===== config.mk =====
export PLATFORM = sky130hd
export DESIGN_NAME = ts_packet_header_parser
export DESIGN_NICKNAME = d
export VERILOG_FILES = /design/src/design/tsph_pkg.sv /design/src/design/ts_packet_header_parser.sv
export SDC_FILE = /design/constraint.sdc
export NUM_CORES = 1
export LEC_CHECK = 0
export BUFFER_PORTS_ARGS = -buffer_cell sky130_fd_sc_hd__buf_4
export CAP_MARGIN = 30
export CORE_MARGIN = 4
export CORE_UTILIZATION = 57
export CTS_CLUSTER_SIZE = 8
export DETAILED_ROUTE_END_ITERATION = 16
export PLACE_DENSITY = 0.77
export SLEW_MARGIN = 40
export SYNTH_ARGS = -nofsm -noshare
export SYNTH_HDL_FRONTEND = slang
export SYNTH_SLANG_ARGS = --single-unit

===== constraint.sdc =====
create_clock -name clk -period 4.8 [get_ports clk]
set_input_delay 0.24 -clock clk [delete_from_list [all_inputs] [get_ports clk]]
set_output_delay 0.24 -clock clk [all_outputs]
set_load 0.02 [all_outputs]

===== src/design/tsph_pkg.sv =====
`default_nettype none
package tsph_pkg;

  typedef enum logic [3:0] {
    PH_HDR      = 4'd0,
    PH_AFLEN    = 4'd1,
    PH_FLAGS    = 4'd2,
    PH_PCR      = 4'd3,
    PH_OPCR     = 4'd4,
    PH_SPLICE   = 4'd5,
    PH_PRIVLEN  = 4'd6,
    PH_PRIV     = 4'd7,
    PH_EXTLEN   = 4'd8,
    PH_EXTFLAGS = 4'd9,
    PH_LTW      = 4'd10,
    PH_RATE     = 4'd11,
    PH_DTS      = 4'd12,
    PH_DONE     = 4'd13
  } phase_t;

  typedef enum logic [3:0] {
    RK_HEADER  = 4'd0,
    RK_AFLEN   = 4'd1,
    RK_AFFLAGS = 4'd2,
    RK_PCR     = 4'd3,
    RK_OPCR    = 4'd4,
    RK_SPLICE  = 4'd5,
    RK_PRIVLEN = 4'd6,
    RK_PRIVBYT = 4'd7,
    RK_EXTLEN  = 4'd8,
    RK_LTW     = 4'd9,
    RK_RATE    = 4'd10,
    RK_DTS     = 4'd11,
    RK_PAYOFF  = 4'd12,
    RK_END     = 4'd13
  } kind_t;

  // One result record as it leaves the block.
  typedef struct packed {
    logic        last;
    logic [7:0]  idx;
    logic [41:0] value;
    kind_t       kind;
  } record_t;

  localparam int unsigned ClockScale = 300;

endpackage
`default_nettype wire


===== src/design/ts_packet_header_parser.sv =====
// Channel | Side   | tdata                                  | tuser       | tlast
// in_     | slave  | [7:0] packet_byte                      | packet_start| -
// out_    | master | [41:0] value, [49:42] idx, zero fill   | [3:0] kind  | last_record
// A byte accepted at the input sits in the input register and is parsed by one
// pass of field logic once the queue has room; its records (up to two) are then
// registered into a four-entry output queue. One byte per cycle is taken while
// the queue holds at most two records; otherwise the byte waits in the input
// register and in_tready stays low until the queue drains. Reset is synchronous
// and clears control state only; the first byte after reset starts a packet.
`default_nettype none
module ts_packet_header_parser #(
  parameter int unsigned PACKET_BYTES = 188
) (
  input  wire logic        clk,
  input  wire logic        rst_n,
  input  wire logic        in_tvalid,
  output logic             in_tready,
  input  wire logic [7:0]  in_tdata,   // [7:0] packet_byte
  input  wire logic        in_tuser,   // [0] packet_start
  output logic             out_tvalid,
  input  wire logic        out_tready,
  output logic [55:0]      out_tdata,  // [41:0] record_value, [49:42] byte_index,
                                       // zero fill
  output logic [3:0]       out_tuser,  // [3:0] record_kind
  output logic             out_tlast   // last_record
);
  import tsph_pkg::*;

  // Input register stage.
  logic       iv_r;
  logic [7:0] ib_r;
  logic       is_r;

  // Parser state.
  logic [7:0]  pos_r;
  phase_t      ph_r;
  logic [7:0]  left_r;
  logic [7:0]  aflags_r;
  logic [7:0]  eflags_r;
  logic [7:0]  pcnt_r;
  logic [47:0] acc_r;
  logic [23:0] hdr_r;

  // Output queue, four entries.
  record_t     q_r [4];
  logic [2:0]  qn_r;
  logic [1:0]  qh_r;
  logic [1:0]  qt;

  logic        in_acc, out_acc, fire;
  logic [1:0]  nrec;
  record_t     r0, r1;

  // Parser next values.
  logic [7:0]  p, pos_nxt, left_nxt, aflags_nxt, eflags_nxt, pcnt_nxt;
  phase_t      ph_nxt;
  logic [47:0] acc_nxt, a;
  logic [23:0] hdr_nxt;
  logic [42:0] clk_val;
  logic [32:0] dts;
  logic        adv;
  phase_t      adv_from, nph;
  logic [7:0]  flags_for_adv;

  // The registered byte is parsed only when the queue has room for two records.
  assign fire       = iv_r && (qn_r <= 3'd2);
  assign in_tready  = !iv_r || fire;
  assign in_acc     = in_tvalid && in_tready;
  assign out_tvalid = (qn_r != 3'd0);
  assign out_acc    = out_tvalid && out_tready;
  assign qt         = qh_r + qn_r[1:0];
  assign out_tdata  = {6'b0, q_r[qh_r].idx, q_r[qh_r].value};
  assign out_tuser  = q_r[qh_r].kind;
  assign out_tlast  = q_r[qh_r].last;

  // Input register: holds a byte until the parser takes it.
  always_ff @(posedge clk) begin
    if (!rst_n) begin
      iv_r <= 1'b0;
    end else if (in_acc) begin
      iv_r <= 1'b1;
    end else if (fire) begin
      iv_r <= 1'b0;
    end
    if (in_acc) begin
      ib_r <= in_tdata;
      is_r <= in_tuser;
    end
  end

  // Next present field after a given phase.
  function automatic phase_t next_phase(phase_t from, logic [7:0] af,
                                        logic [7:0] ef, logic [7:0] plen);
    phase_t r;
    r = PH_DONE;
    for (int k = 12; k >= 3; k--) begin
      if (k > int'(from)) begin
        case (k)
          3:  if (af[4]) r = PH_PCR;
          4:  if (af[3]) r = PH_OPCR;
          5:  if (af[2]) r = PH_SPLICE;
          6:  if (af[1]) r = PH_PRIVLEN;
          7:  if (af[1] && plen != 8'd0) r = PH_PRIV;
          8:  if (af[0]) r = PH_EXTLEN;
          9:  if (af[0]) r = PH_EXTFLAGS;
          10: if (ef[7]) r = PH_LTW;
          11: if (ef[6]) r = PH_RATE;
          12: if (ef[5]) r = PH_DTS;
          default: r = r;
        endcase
      end
    end
    return r;
  endfunction

  function automatic logic [7:0] phase_len(phase_t ph, logic [7:0] plen);
    case (ph)
      PH_PCR, PH_OPCR: return 8'd6;
      PH_PRIV:         return plen;
      PH_LTW:          return 8'd2;
      PH_RATE:         return 8'd3;
      PH_DTS:          return 8'd5;
      PH_DONE:         return 8'd0;
      default:         return 8'd1;
    endcase
  endfunction

  // One pass of field logic on the registered byte.
  always_comb begin
    p = is_r ? 8'd0 : pos_r;
    if (32'(p) >= PACKET_BYTES) p = 8'd0;
    pos_nxt = (32'(p) + 1 >= PACKET_BYTES) ? 8'd0 : p + 8'd1;
    ph_nxt = ph_r; left_nxt = left_r; aflags_nxt = aflags_r;
    eflags_nxt = eflags_r; pcnt_nxt = pcnt_r; acc_nxt = acc_r; hdr_nxt = hdr_r;
    nrec = 2'd0;
    r0 = '{last: 1'b0, idx: 8'd0, value: 42'd0, kind: RK_END};
    r1 = r0;
    adv = 1'b0; adv_from = ph_r;
    a = {acc_r[39:0], ib_r};
    clk_val = 43'({10'd0, a[47:15]} * 43'(ClockScale)) + 43'(a[8:0]);
    dts = {a[35:33], a[31:17], a[15:1]};
    if (p == 8'd0) begin
      ph_nxt = PH_HDR; left_nxt = 8'd0; aflags_nxt = 8'd0; eflags_nxt = 8'd0;
      pcnt_nxt = 8'd0; acc_nxt = 48'd0; hdr_nxt = 24'd0;
    end else if (p <= 8'd3) begin
      hdr_nxt = {hdr_r[15:0], ib_r};
      if (p == 8'd3) begin
        r0.kind = RK_HEADER; r0.value = 42'(hdr_nxt);
        if (hdr_nxt[5]) begin
          ph_nxt = PH_AFLEN; nrec = 2'd1;
        end else begin
          ph_nxt = PH_DONE; nrec = 2'd2;
          r1.kind = RK_PAYOFF; r1.value = 42'd4;
        end
      end
    end else if (ph_r == PH_AFLEN) begin
      r0.kind = RK_AFLEN; r0.value = 42'(ib_r); nrec = 2'd1;
      if (9'd5 + 9'(ib_r) <= 9'(PACKET_BYTES)) begin
        r1.kind = RK_PAYOFF; r1.value = 42'(9'd5 + 9'(ib_r)); nrec = 2'd2;
      end
      ph_nxt = (ib_r == 8'd0) ? PH_DONE : PH_FLAGS;
    end else if (ph_r == PH_FLAGS) begin
      aflags_nxt = ib_r;
      r0.kind = RK_AFFLAGS; r0.value = 42'(ib_r); nrec = 2'd1;
      adv = 1'b1;
    end else if (ph_r == PH_PRIV) begin
      r0.kind = RK_PRIVBYT; r0.value = 42'(ib_r); r0.idx = pcnt_r; nrec = 2'd1;
      pcnt_nxt = pcnt_r + 8'd1;
      if (left_r <= 8'd1) adv = 1'b1;
      else left_nxt = left_r - 8'd1;
    end else if (ph_r > PH_FLAGS && ph_r < PH_DONE) begin
      acc_nxt = a;
      if (left_r > 8'd1) begin
        left_nxt = left_r - 8'd1;
      end else begin
        adv = 1'b1; nrec = 2'd1;
        case (ph_r)
          PH_PCR:    begin r0.kind = RK_PCR;    r0.value = clk_val[41:0]; end
          PH_OPCR:   begin r0.kind = RK_OPCR;   r0.value = clk_val[41:0]; end
          PH_SPLICE: begin r0.kind = RK_SPLICE; r0.value = 42'(a[7:0]); end
          PH_PRIVLEN: begin
            r0.kind = RK_PRIVLEN; r0.value = 42'(a[7:0]); pcnt_nxt = 8'd0;
          end
          PH_EXTLEN: begin r0.kind = RK_EXTLEN; r0.value = 42'(a[7:0]); end
          PH_EXTFLAGS: begin eflags_nxt = a[7:0]; nrec = 2'd0; end
          PH_LTW:    begin r0.kind = RK_LTW;  r0.value = 42'(a[15:0]); end
          PH_RATE:   begin r0.kind = RK_RATE; r0.value = 42'(a[21:0]); end
          default: begin
            r0.kind = RK_DTS; r0.value = 42'({a[39:36], dts});
          end
        endcase
      end
    end
    // Advance to the next present field; the private length is in a[7:0].
    flags_for_adv = (adv_from == PH_FLAGS) ? ib_r : aflags_r;
    nph = next_phase(adv_from, flags_for_adv, eflags_nxt, a[7:0]);
    if (adv) begin
      ph_nxt = nph; left_nxt = phase_len(nph, a[7:0]); acc_nxt = 48'd0;
    end
    // End of packet record.
    if (32'(p) == PACKET_BYTES - 1) begin
      ph_nxt = PH_DONE;
      if (nrec == 2'd0) begin
        r0 = '{last: 1'b1, idx: 8'd0, value: 42'd0, kind: RK_END}; nrec = 2'd1;
      end else begin
        r1 = '{last: 1'b1, idx: 8'd0, value: 42'd0, kind: RK_END}; nrec = 2'd2;
      end
    end
  end

  // Parser state update and queue bookkeeping.
  always_ff @(posedge clk) begin
    if (!rst_n) begin
      pos_r <= 8'd0; ph_r <= PH_HDR; left_r <= 8'd0; aflags_r <= 8'd0;
      eflags_r <= 8'd0; pcnt_r <= 8'd0; acc_r <= 48'd0; hdr_r <= 24'd0;
      qn_r <= 3'd0; qh_r <= 2'd0;
    end else begin
      if (fire) begin
        pos_r <= pos_nxt; ph_r <= ph_nxt; left_r <= left_nxt;
        aflags_r <= aflags_nxt; eflags_r <= eflags_nxt; pcnt_r <= pcnt_nxt;
        acc_r <= acc_nxt; hdr_r <= hdr_nxt;
      end
      qn_r <= qn_r + (fire ? 3'(nrec) : 3'd0) - (out_acc ? 3'd1 : 3'd0);
      if (out_acc) qh_r <= qh_r + 2'd1;
    end
  end

  // Queue entries: new records go in behind the ones still waiting.
  always_ff @(posedge clk) begin
    if (fire && nrec != 2'd0) q_r[qt] <= r0;
    if (fire && nrec == 2'd2) q_r[qt + 2'd1] <= r1;
  end

endmodule
`default_nettype wire

== After elaboration in Yosys (flattened, before gate mapping) ==
Memories as Yosys holds them, arrays and structs flattened. A register that Yosys moved wholly into a read port is not among the register bits.
Cells that the tools add are included.

* Flip-flop bits (word level): 107
* Bits in latches: 0
* Memory bits (writable): 220
* Memory bits (read-only): 0
* Output and inout port bits: 63
* Logic and storage cells: 231
* Memories: 1

* $add $sub $neg: 12
* Multipliers: 1
* Div/mod/pow operators: 0
* Order comparisons: 19
* Eq/ne operators: 31
* Shift-type cells: 0
* Multiplexer cells: 124
* Bitwise operators: 0
* Reduce and logical (&&, ||, !) cells: 30

{| class="wikitable"
|+ Memory list
! name !! depth !! bits a word !! read ports !! clocked after memory_dff !! write ports !! RTL line !! text
|-
| q_r || 4 || 55 || 1 || 1 || 2 || ts_packet_header_parser.sv:45 || <nowiki>record_t q_r [4];</nowiki>
|}

{| class="wikitable"
|+ Operators by type and width
! operator !! count
|-
| $mux W46 || 8
|-
| $pmux W46 S8 || 1
|-
| $mux W40 || 7
|-
| $mux W8 || 32
|-
| $mux W55 || 4
|-
| $mux W4 || 26
|-
| $mux W54 || 1
|-
| $pmux W8 S6 || 1
|-
| $add A42 B9 Y42 || 1
|-
| $mul A33 B7 Y40 const B || 1
|-
| $eq A4 B4 Y1 const B || 8
|-
| $mux W16 || 2
|-
| $mux W28 || 1
|-
| $mux W13 || 2
|-
| $eq A4 B3 Y1 const B || 6
|-
| $mux W1 || 22
|-
| $mux W2 || 11
|-
| $gt A4 B4 Y1 const A || 5
|-
| $mux W5 || 4
|-
| $add A3 B8 Y9 const A || 2
|-
| $add A8 B1 Y8 const B || 2
|-
| $gt A3 B4 Y1 const A || 4
|-
| $logic_not A8 Y1 || 2
|-
| $ne A3 B3 Y1 const B || 5
|-
| 39 further kinds || 59
|}

== Logic depth before layout (Yosys ltp) ==
* Depth after elaboration: 33
* Depth in mapped cells: 21
* Gate-level depth less buffers: 19

== Worst setup path before layout ==
OpenSTA, ideal clock, no wires.

* Path kind: flip-flop to flip-flop
* Start point: register acc_r[12]
* End point: memory q_r[0][40] (netlist bit)
* Setup time: 0.128 ns
* Arrival time: 4.918 ns
* Required time: 4.672 ns
* Setup slack: -0.245 ns
* Cell stages (with the launch flop): 19
* Buffers on the path: 0
* Period minus slack after synthesis: 5.045 ns
* Cell sequence: dfxtp_1 > ha_1 > ha_1 > fa_1 > inv_1 > fa_1 > inv_1 > ha_1 > a21oi_1 > o211ai_1 > o211a_1 > nor4b_4 > nor4b_4 > nand2_1 > nor3_4 > nand4_4 > or3_1 > a32oi_1 > o21ai_1

{| class="wikitable"
|+ RTL lines
! item !! RTL line !! text
|-
| from (decl) || ts_packet_header_parser.sv:41 || <nowiki>logic [47:0] acc_r;</nowiki>
|-
| from (signal assigned) || ts_packet_header_parser.sv:221 || <nowiki>acc_r <= acc_nxt; hdr_r <= hdr_nxt;</nowiki>
|-
| to (decl) || ts_packet_header_parser.sv:45 ||
|}

==> flow_summary.yaml <==
timing:
  period_minus_slack_ns: 5.10
  tightest_slew_ns: 0.869
  slew_headroom_pct: 41.9
  fin_ws_ns: -0.299
  rsz0062_at_grt: "true"
  fmax_mhz: 196
  period_share_pct: 106
  finalHoldViolations: 0
  setup_viol: 78
  slew_violations: 0
  skew_ns: 0.0449
  whs_ns: 0.122
logic_synthesis:
  synth-seq-area-share_pct: 33.5
  async_flop_share_pct: 0
  ys.flop_type: "dfxtp_1"
  synth-seq-cells: 329
  synthDominantCellAreaShare_pct: 26.0
  yosysMostFrequentCell: "nand2_1"
  synth_edf_count: 53
  syn_area_um2: 21300
  synthDistinctLibCells: 95
  synth_area_leaders: "dfxtp_1 26%, ha_1 7.7%, edfxtp_1 7.5%, mux4_2 5.8%, fa_1 5.6%"
  synth_common_cells: "307 x nand2_1, 276 x dfxtp_1, 199 x o21ai_0"
  yosysWarnings: 0
  synth_area_leader_cell: "dfxtp_1"
  avgSynthCellArea_um2: 8.87
  syn_inst: 2395
worst_setup_path:
  worstPathRequired_ns: 5.26
  cp_top_family: "adder cells"
  cp_max_fo: 4
  rr_worst_depth: 18
  r2r_setup_slack_ns: -0.30
  start_kind: "register"
  cp_slowest_cell: "or4b_4"
  critical_path_arrival_ns: 5.56
  cp_cell_sequence: "ha_1 -> ha_1 -> fa_1 -> inv_1 -> fa_1 -> inv_1 -> ha_1 -> a21oi_1 -> o21ai_2 -> a221o_1 -> a21o_1 -> a41o_1 -> xor2_1 -> or4b_4 -> buf_4 -> nor2_4 -> xnor2_2 -> o21ai_0"
  crit_path_frequent_cell: "ha_1"
  slowest_delay_ns: 0.56
  path_class: "reg2reg"
  cp_num_buf_inv: 3
  setup.worst_path.end_class: "register"
  worstReg2RegStart: "acc_r[32]"
  reg2reg_to: "q_r[2][43]"
hold_path:
  worstHoldPathType: "in2reg"
  holdPathStages: 2
  hold_path_end: "acc_r[39]"
  worst_hold_startpoint: "rst_n"
clock_tree:
  clk_path_buf_depth: 3
  clk_latency_ns: 0.62
  cts_tree: "built"
  clk_pin_slew_worst_paths_ns: 0.05
  ctsRootBufferMaster: "clkbuf_16"
  htreeDepth: 2
  cts_buffers: 47
  cts_sinks: 329
power_and_ir_drop:
  intPower_mw: 5.06
  netSwitchingPower_mw: 2.11
  p_per_area_nw_per_um2: 262
  power_frac_comb_pct: 15.4
  power.total_mw: 7.17
  clkPwrFrac_pct: 42.8
  power.leakage_nw: 11.1
  switching_share_pct: 29.4
  power_frac_seq_pct: 41.8
  ir_drop_v: 0.000303
placement:
  gp_congestion: 0.937
  dp.cells: 3039
  portBuffers: 69
  hpwl_um: 45700
final_layout:
  utilization_pct: 74.5
  instances_no_fill: 3168
  diodes: 0
  final.fill_count: 2494
  syn_to_final_growth_pct: 28.6
  nNetsFinal: 2884
  drive_above_1_share_pct: 29.3
drt:
  post_drt_wl_per_cell_um: 21.1
  drt_iter0_drc: 1961
  firstDrtPassIters: 6
  vias_per_cell: 6.28
  vias: 19900
  routed_wl_um: 66900
  antenna_left: 0
  post-route-drc-count: 0
global_routing:
  grt_first_pass_wirelength_um: 104000
  grt_start_max_net_pins: 94
  grt_pass1_vias: 19900
  track_usage_pct: 31.4
  grt-ovfl-total: 0
  grt_antenna_before_repair: 0
floorplanning:
  num_rows: 70
  core_um2: 36700
  io_pins: 76
  dieArea_um2: 40400
  start_util_pct: 57.9
  die_h_um: 201
  die_w_um: 201
outcome:
  status: "complete, but fails checks"
  violations: "negative setup slack"
job:
  maxCapViolCount: 0
==> cell usage in the layout, fill, tap and decap left out, types with 13 or more instances in the layout <==
| cell | instances |
|---|---|
| a21boi_0 | 46 |
| a21o_1 | 20 |
| a21oi_1 | 77 |
| a21oi_2 | 16 |
| a222oi_1 | 13 |
| a22o_1 | 48 |
| a22oi_1 | 29 |
| and2_1 | 25 |
| buf_4 | 344 |
| buf_6 | 20 |
| clkbuf_1 | 16 |
| clkbuf_16 | 47 |
| dfxtp_1 | 248 |
| dfxtp_4 | 18 |
| edfxtp_1 | 53 |
| fa_1 | 59 |
| ha_1 | 81 |
| ha_4 | 49 |
| inv_1 | 176 |
| mux4_2 | 55 |
| nand2_1 | 289 |
| nand2_2 | 13 |
| nand2b_1 | 16 |
| nand3_1 | 106 |
| nand4_1 | 18 |
| nor2_1 | 120 |
| nor2b_1 | 42 |
| nor3_1 | 24 |
| nor3b_1 | 13 |
| o21ai_0 | 128 |
| o21ai_1 | 39 |
| o21ai_2 | 50 |
| o22ai_1 | 28 |
| xnor2_1 | 31 |
| xnor2_2 | 14 |
| xor2_1 | 32 |
==> kinds of logic (layout without fill, tap and decap cells) <==
kind of cell,Yosys count,in the layout,synth area share [%]
xor+xnor,82,82,3.41
mux,62,62,6.16
simple gates,782,782,18.1
fa+ha+maj,190,190,13.3
buf+inv,326,626,6.25
compound gates,623,623,19.3
other cells,1,6,0.0176
flops,329,329,33.5
==> metrics by stage <==
stage,setup slack [ns],cell area (µm²),setup TNS [ns]
floorplan,-0.0155,21900,-0.0855
detailed placement,-0.367,24200,-16.98
finish,-0.299,27300,-9.18
global route,-0.477,27300,-25.80
global placement,-0.250,24200,-9.66
CTS,-0.124,26600,-1.70
==> power by group through the flow <==
stage	Clock [mW]	Combinational [mW]	Sequential, mW
floorplan	0	0.874	2.94
global placement	0	1.04	3.06
detailed placement	0	1.06	3.06
CTS	3.09	1.07	3.01
global route	3.22	1.18	3.02
finish	3.07	1.10	3.00
==> how the worst max path moves through the flow <==
| stage | cells past startpoint | to | slack [ns] | startpoint |
|---|---|---|---|---|
| 3_3_place_gp | 18 | q_r[0][45] | -0.25 | acc_r[22] |
| 6_report | 18 | q_r[2][43] | -0.30 | acc_r[32] |
| 4_1_cts | 19 | q_r[1][45] | -0.12 | acc_r[14] |
| 3_5_place_dp | 18 | q_r[1][44] | -0.37 | acc_r[22] |
| 5_1_grt | 18 | q_r[2][43] | -0.48 | acc_r[32] |
| 2_1_floorplan | 19 | q_r[0][40] | -0.02 | acc_r[13] |
==> registers in the layout, summed over array words and instances, names as in the netlist, named ones only <==
register / flops
q_r: 220
hdr_r: 16
pos_r: 8
pcnt_r: 8
iv_r: 1
qn_r: 3
left_r: 8
ib_r: 8
acc_r: 40
is_r: 1
qh_r: 2
eflags_r: 3
adv_from: 4
aflags_r: 5
==> worst reg2reg max path, stage by stage (launching register included) <==
cell and delay, ns:
dfxtp_2 0.34, ha_1 0.30, ha_1 0.31, fa_1 0.55, inv_1 0.06, fa_1 0.51, inv_1 0.06, ha_1 0.33
a21oi_1 0.24, o21ai_2 0.13, a221o_1 0.30, a21o_1 0.18, a41o_1 0.23, xor2_1 0.27, or4b_4 0.56, buf_4 0.18
nor2_4 0.14, xnor2_2 0.16, o21ai_0 0.15
==> cell type report <==
type                       instances  area [µm²]  area share [%]
clock buffer                      63        1240            4.52
clock inverter                     5         100           0.366
inverter                         184         691            2.53
multi-input combinational       1745       14600            53.5
sequential                       329        7200            26.3
tap                              468         586            2.14
timing repair buffer             374        2910            10.6
==> what timing repair did <==
action                     4_1_cts  5_1_grt
setup endpoints to repair       98      116
hold endpoints to repair        10        0
hold buffers                    10        0
gates resized for setup        152      165
pin swaps                       92       93
buffers inserted                36       16
==> per-layer routing <==
metal	GRT usage [%]	vias up	part of all wire [%]
met5	0	-	0
met4	10.7	0	3.3
met3	5.35	172	8.4
met2	52.1	955	48
met1	41.8	9665	40
li1	-	9116	-
Note: power is estimated with default switching activity, not from simulation.
